==> config.mk <==
export PLATFORM = sky130hd
export DESIGN_NAME = hwo_fifo
export DESIGN_NICKNAME = d
export VERILOG_FILES = /design/src/hwo_pkg.sv /design/src/hwo_fifo.sv
export SDC_FILE = /design/constraint.sdc
export NUM_CORES = 1
export LEC_CHECK = 0
export BUFFER_PORTS_ARGS = -buffer_cell sky130_fd_sc_hd__buf_2
export CORE_MARGIN = 2
export CORE_UTILIZATION = 50
export DETAILED_ROUTE_END_ITERATION = 6
export PLACE_DENSITY = 0.71
export SYNTH_ARGS = -nofsm -noshare
export SYNTH_HDL_FRONTEND = slang
export SYNTH_SLANG_ARGS = --single-unit
==> constraint.sdc <==
create_clock -name clk -period 6 [get_ports clk]
set_input_delay 0.3 -clock clk [delete_from_list [all_inputs] [get_ports clk]]
set_output_delay 0.3 -clock clk [all_outputs]
set_load 0.02 [all_outputs]
==> src/hwo_pkg.sv <==
package hwo_pkg;

	localparam int SRC_ROWS  = 256;
	localparam int SRC_COLS  = 512;
	localparam int DEST_ROWS = 1024;
	localparam int DEST_COLS = 1024;

	localparam int PIX_W  = 10;
	localparam int CH_W   = 8;
	localparam int RGB_W  = 3 * CH_W;
	localparam int COEF_W = 32;
	localparam int IDX_W  = 3;

	localparam int FRAC   = 16;
	localparam int CRD_W  = 13;
	localparam int PROD_W = COEF_W + CRD_W;
	localparam int SUM_W  = PROD_W + 1;
	localparam int MAG_W  = SUM_W - 1;

	localparam int RB      = $clog2(SRC_ROWS);
	localparam int CB      = $clog2(SRC_COLS);
	localparam int QB      = ((RB > CB) ? RB : CB) + FRAC;
	localparam int SH      = QB - FRAC;
	localparam int BANK_AW = RB + CB - 2;
	localparam int WT_W    = 2 * FRAC + 1;
	localparam int PW      = WT_W + CH_W;
	localparam int ACC_W   = PW + 2;

	localparam int Q_DEPTH = 4;
	localparam int Q_AW    = $clog2(Q_DEPTH);

	localparam logic [CH_W-1:0] WHITE_LEVEL = CH_W'(240);
	localparam logic [CH_W-1:0] DARK_LEVEL  = CH_W'(15);

	localparam logic signed [SUM_W-1:0] DEN_ONE = SUM_W'(64'sd1 <<< 21);

	localparam logic [QB-1:0] HALF = QB'(1 << (FRAC - 1));
	localparam logic [QB-1:0] XLIM = QB'((SRC_COLS - 1) * (1 << FRAC));
	localparam logic [QB-1:0] YTOP = QB'(SRC_ROWS * (1 << FRAC) - (1 << (FRAC - 1)));

	localparam logic signed [COEF_W-1:0] RST_XX = 32'sd198810;
	localparam logic signed [COEF_W-1:0] RST_XY = 32'sd1538051;
	localparam logic signed [COEF_W-1:0] RST_XO = -32'sd246253250;
	localparam logic signed [COEF_W-1:0] RST_YX = -32'sd407057;
	localparam logic signed [COEF_W-1:0] RST_YY = 32'sd134113;
	localparam logic signed [COEF_W-1:0] RST_YO = 32'sd264408924;
	localparam logic signed [COEF_W-1:0] RST_WX = 32'sd315;
	localparam logic signed [COEF_W-1:0] RST_WY = -32'sd3251;

	typedef enum logic {
		CMD_LOAD = 1'b0,
		CMD_PROC = 1'b1
	} cmd_t;

	typedef enum logic [IDX_W-1:0] {
		REG_XX, REG_XY, REG_XO, REG_YX, REG_YY, REG_YO, REG_WX, REG_WY
	} reg_idx_t;

	typedef struct packed {
		logic             cmd;
		logic             in_rng;
		logic [PIX_W-1:0] row;
		logic [PIX_W-1:0] col;
		logic [RGB_W-1:0] rgb;
	} item_t;

	typedef struct packed {
		logic             off;
		logic [MAG_W-1:0] nx;
		logic [MAG_W-1:0] ny;
		logic [MAG_W-1:0] w;
	} num_t;

	typedef struct packed {
		item_t item;
		num_t  num;
	} qent_t;

	typedef struct packed {
		item_t         item;
		logic          off;
		logic [QB-1:0] qx;
		logic [QB-1:0] qy;
	} div_res_t;

endpackage

==> src/hwo_fifo.sv <==
module hwo_fifo (
	input  logic           clk,
	input  logic           arst_n,
	input  logic           push,
	input  hwo_pkg::qent_t din,
	output logic           full,
	input  logic           pop,
	output logic           not_empty,
	output hwo_pkg::qent_t dout
);
	import hwo_pkg::*;

	qent_t mem_q [Q_DEPTH];
	logic [Q_AW-1:0] wr_q, rd_q;
	logic [Q_AW:0] cnt_q;

	assign full      = (cnt_q == (Q_AW+1)'(Q_DEPTH));
	assign not_empty = (cnt_q != '0);
	assign dout      = mem_q[rd_q];

	always_ff @(posedge clk or negedge arst_n) begin
		if (!arst_n) begin
			wr_q  <= '0;
			rd_q  <= '0;
			cnt_q <= '0;
		end else begin
			if (push) begin
				wr_q <= wr_q + 1'b1;
			end
			if (pop) begin
				rd_q <= rd_q + 1'b1;
			end
			if (push && !pop) begin
				cnt_q <= cnt_q + 1'b1;
			end else if (pop && !push) begin
				cnt_q <= cnt_q - 1'b1;
			end
		end
	end

	always_ff @(posedge clk) begin
		if (push) begin
			mem_q[wr_q] <= din;
		end
	end

endmodule

* Word-level counts from Yosys, hierarchy flattened *
Memories as Yosys holds them, arrays and structs flattened.
Cells that the tools add are included.

storage, ports and cells
  bits in registers = 7
  latch bits = 0
  bits in writable memories = 728
  bits in read-only memories = 0
  input bits = 186
  output and inout port bits = 184
  word-level logic and storage cells = 19
  memories kept = 1

operators by class
  add/subtract/negate cells = 4
  multiply operators = 0
  div/mod/pow operators = 0
  magnitude comparators = 0
  equality and inequality tests = 1
  shifts and indexed selects = 0
  muxes and demuxes = 4
  bitwise gates (word level) = 0
  reductions and logical operators = 6

memory list
  name   depth  width  read ports  clocked after Yosys merged registers in  write ports  line            text
  mem_q  4      182    1           0                                        1            hwo_fifo.sv:13  qent_t mem_q [Q_DEPTH];

operators by type and width
  operator                                           number
  two-way mux 3 bit                                  2
  adder 2 x 1 -> 2 bit (second input constant)       2
  adder 3 x 1 -> 3 bit (second input constant)       1
  == test 3 bit (second input constant)              1
  nonzero test 3 bit                                 1
  subtractor 3 x 1 -> 3 bit (second input constant)  1
  logical AND 1 bit                                  2
  zero test 1 bit                                    2
  two-way mux 1 bit                                  2
  nonzero test 2 bit                                 1

* Depth between registers and ports, before layout *
  word-level depth = 4
  gate-level depth with buffers = 7
  mapped depth without buffers = 7

* Worst setup path after synthesis *
No wires, ideal clock.

  path type = register to register
  from = register wr_q[0]
  to = memory mem_q[2][0] in the netlist's numbering (enable)
  library setup time = 0.564 ns
  arrival = 4.762 ns
  data required time = 5.436 ns
  setup slack = 0.674 ns
  stages on the path, launching flop included = 4
  buffers on the path = 0
  clock period less this slack = 5.326 ns
  path through = dfrtp_1 inv_1 ha_1 and2_1

RTL lines
  element                 line            text
  start, declared         hwo_fifo.sv:14  logic [Q_AW-1:0] wr_q, rd_q;
  start signal, assigned  hwo_fifo.sv:28  wr_q <= wr_q + 1'b1;
  end, declared           hwo_fifo.sv:13

No word-level cell before the write port.

==> flow_summary.toml <==
[run_status]
status = "completed"

[grt]
grt_overflow = 0
grt_usage_pct = 19.3
first_global_vias = 13500
grt_pass1_wl_mm = 81.1
antenna_found_initial = 1
grt_max_degree = 114

[run]
maxCapViolCount = 0

[yosys]
async_reset_ff_share_pct = 0.952
syn_area_um2 = 26700
synthMostInstantiatedCell = "edfxtp_1"
synth-seq-cells = 735
synthFlopType = "edfxtp_1"
ys_seq_area_share_pct = 82.5
synth.top_cell.area_share_pct = 81.8
yosys-top-cells-area = "edfxtp_1 82%, mux4_2 15%, dfrtp_1 0.66%, buf_8 0.56%, buf_2 0.36%"
synth_common_cells = "728 x edfxtp_1, 182 x mux4_2, 19 x buf_2, 10 x buf_8, 8 x buf_6"
yosysUniqueCellTypes = 20
yosys_warnings = 0
postSynthAreaPerCell_um2 = 27.1
synth_edf_count = 728
syn_inst = 985
yosysTopAreaCell = "edfxtp_1"
synth_nets = 1177

[routing]
vias = 12500
wirelength_mm = 52.5
drt-initial-drc-count = 805
ant_nets = 0
drc = 0
drt_first_pass_iters = 5
wl_per_cell_um = 22.5
vias_per_cell = 5.39

[finish]
final_util_pct = 63.7
drive_above_1_share_pct = 41.1
area_delta_synth_final_pct = 25.5
multi_input_area_um2 = 4310
fillerInstances = 3430
seqCellArea_um2 = 22000
final_cells = 2327
final_nets = 1777

[clock_tree]
cts_root_buffer = "clkbuf_16"
cts_setup_buffers = 0
max-clock-path-buffers = 3
path_clk_slew_ns = 0.06
cts-buffers-inserted = 73
insertion_delay_ns = 0.59
cts_sinks = 735
cts_tree = "built"
h-tree-depth = 3

[hold_path]
hold_class = "primary input to async pin"

[place]
dpl.hpwl_mm = 29.4
port_buffers = 369
placed_cells = 2013
gp_congestion = 0.732

[critical_path]
cp-end-kind = "primary output"
cp_max_fo = 72
required_ns = 5.70
critical_path_arrival_ns = 3.15
crit_type = "register to primary output"
start_kind = "register"

[sta]
finalMaxSlewViolations = 0
finalCritPeriodShare_pct = 57.6
finClkSkew_ns = 0.0172
worstMarginPinSlew_ns = 0.981
fin_crit_ns = 3.45
grt_setup_unrepaired = "no"
fin_setup_tns_ns = 0
setup_viol = 0
fmaxAchievable_ghz = 0.290
hold_violations = 0
maxSlewHeadroom_pct = 34.6

[power]
power_density_nw_per_um2 = 497
ir_drop_mv = 0.361
p_leak_nw = 11.5

[floorplan]
rows = 84
design.core.area_um2 = 52700
start_util_pct = 50.7
ios = 370
die_x_um = 235
fp.dieH_um = 235
die_area_um2 = 55300
[worst paths after layout]
check | from | end | slack, ns | cells after the start
worst min register to register | cnt_q[2]$_DFFE_PN0P_ | cnt_q[2]$_DFFE_PN0P_ | 0.48 | 1
max in group asynchronous | arst_n | rd_q[1]$_DFFE_PN0P_ | 5.73 | 2
worst max-delay path | rd_q[0]$_DFFE_PN0P_ | dout[57] | 2.55 | 3
worst min-delay path | arst_n | wr_q[0]$_DFFE_PN0P_ | 0.1 | 2
worst max register to register | wr_q[0]$_DFFE_PN0P_ | mem_q[0][89]$_DFFE_PP_ | 3.51 | 4
min in group clk | din[10] | mem_q[2][10]$_DFFE_PP_ | 0.46 | 2
[layout make-up]
cell class,count,share of cell area [%]
flip-flops and latches,735,65.7
multi-input cells,205,12.9
repair buffers,566,11.6
clock buffers,92,5.94
well taps,688,2.57
clock inverters,36,1.30
inverters,4,0.0448
diodes,1,0.00746
[state kept, by name (all words and copies together) (netlist names)]
register  flops
cnt_q         3
mem_q       728
rd_q          2
wr_q          2
[critical path, stage by stage, from the launching register on]
cell and delay [ns]:
dfrtp_4 1.07, buf_12 0.46, mux4_2 0.61, buf_2 0.18
[routing by layer]
metal | wire (um) | track usage (%)
met2 | 26600 | 31.7
met4 | 1140 | 6.18
met5 | 0 | 0
met3 | 3980 | 5.14
met1 | 20800 | 25.4
[cells in the final DEF (no fill, tap or decap), types with 5 or more instances in the layout]
master	n
dlygate4sd3_1	185
dfrtp_1	5
mux4_2	182
clkinv_2	10
clkbuf_16	76
bufinv_16	10
buf_4	5
clkbuf_1	13
clkinv_1	12
buf_12	7
ha_1	5
edfxtp_1	728
buf_2	369
[timing repair]
action	in CTS	in global routing
hold buffers	185	0
resized for setup	0	0
endpoints found under the setup margin	0	0
hold endpoints to repair	738	0
[report_power, final]
| part | internal, W | leakage, nW | total [W] | switching (W) |
|---|---|---|---|---|
| Combinational | 0.00203 | 3.59 | 0.00499 | 0.00295 |
| Clock | 0.00278 | 1.18 | 0.00459 | 0.00181 |
| Sequential | 0.00672 | 6.77 | 0.00709 | 0.000374 |
[logic make-up after synthesis]
family | Yosys count | synth area share, %
xor gates and xnor gates | 6 | 0.197
muxes | 183 | 15.4
adders and majority gates | 6 | 0.309
AOI/OAI and AO/OA | 1 | 0.0187
buffers and inverters | 45 | 1.43
DFF | 735 | 82.5
and+or+nand+nor | 9 | 0.187
[per-stage QoR]
| step | total power (W) | worst slack [ns] | instance area [um2] | hold WS (ns) |
|---|---|---|---|---|
| after floorplan | 0.0108 | 0.674 | 26700 | 0.00441 |
| after detailed placement | 0.0122 | 3.09 | 29300 | 0.139 |
| after global routing | 0.0174 | 2.30 | 33500 | 0.102 |
| final | 0.0167 | 2.55 | 33500 | 0.0976 |
| after global placement | 0.0121 | 3.10 | 29300 | 0.142 |
| after CTS | 0.0169 | 2.43 | 33500 | 0.0535 |
(Power assumes the default switching activity.)
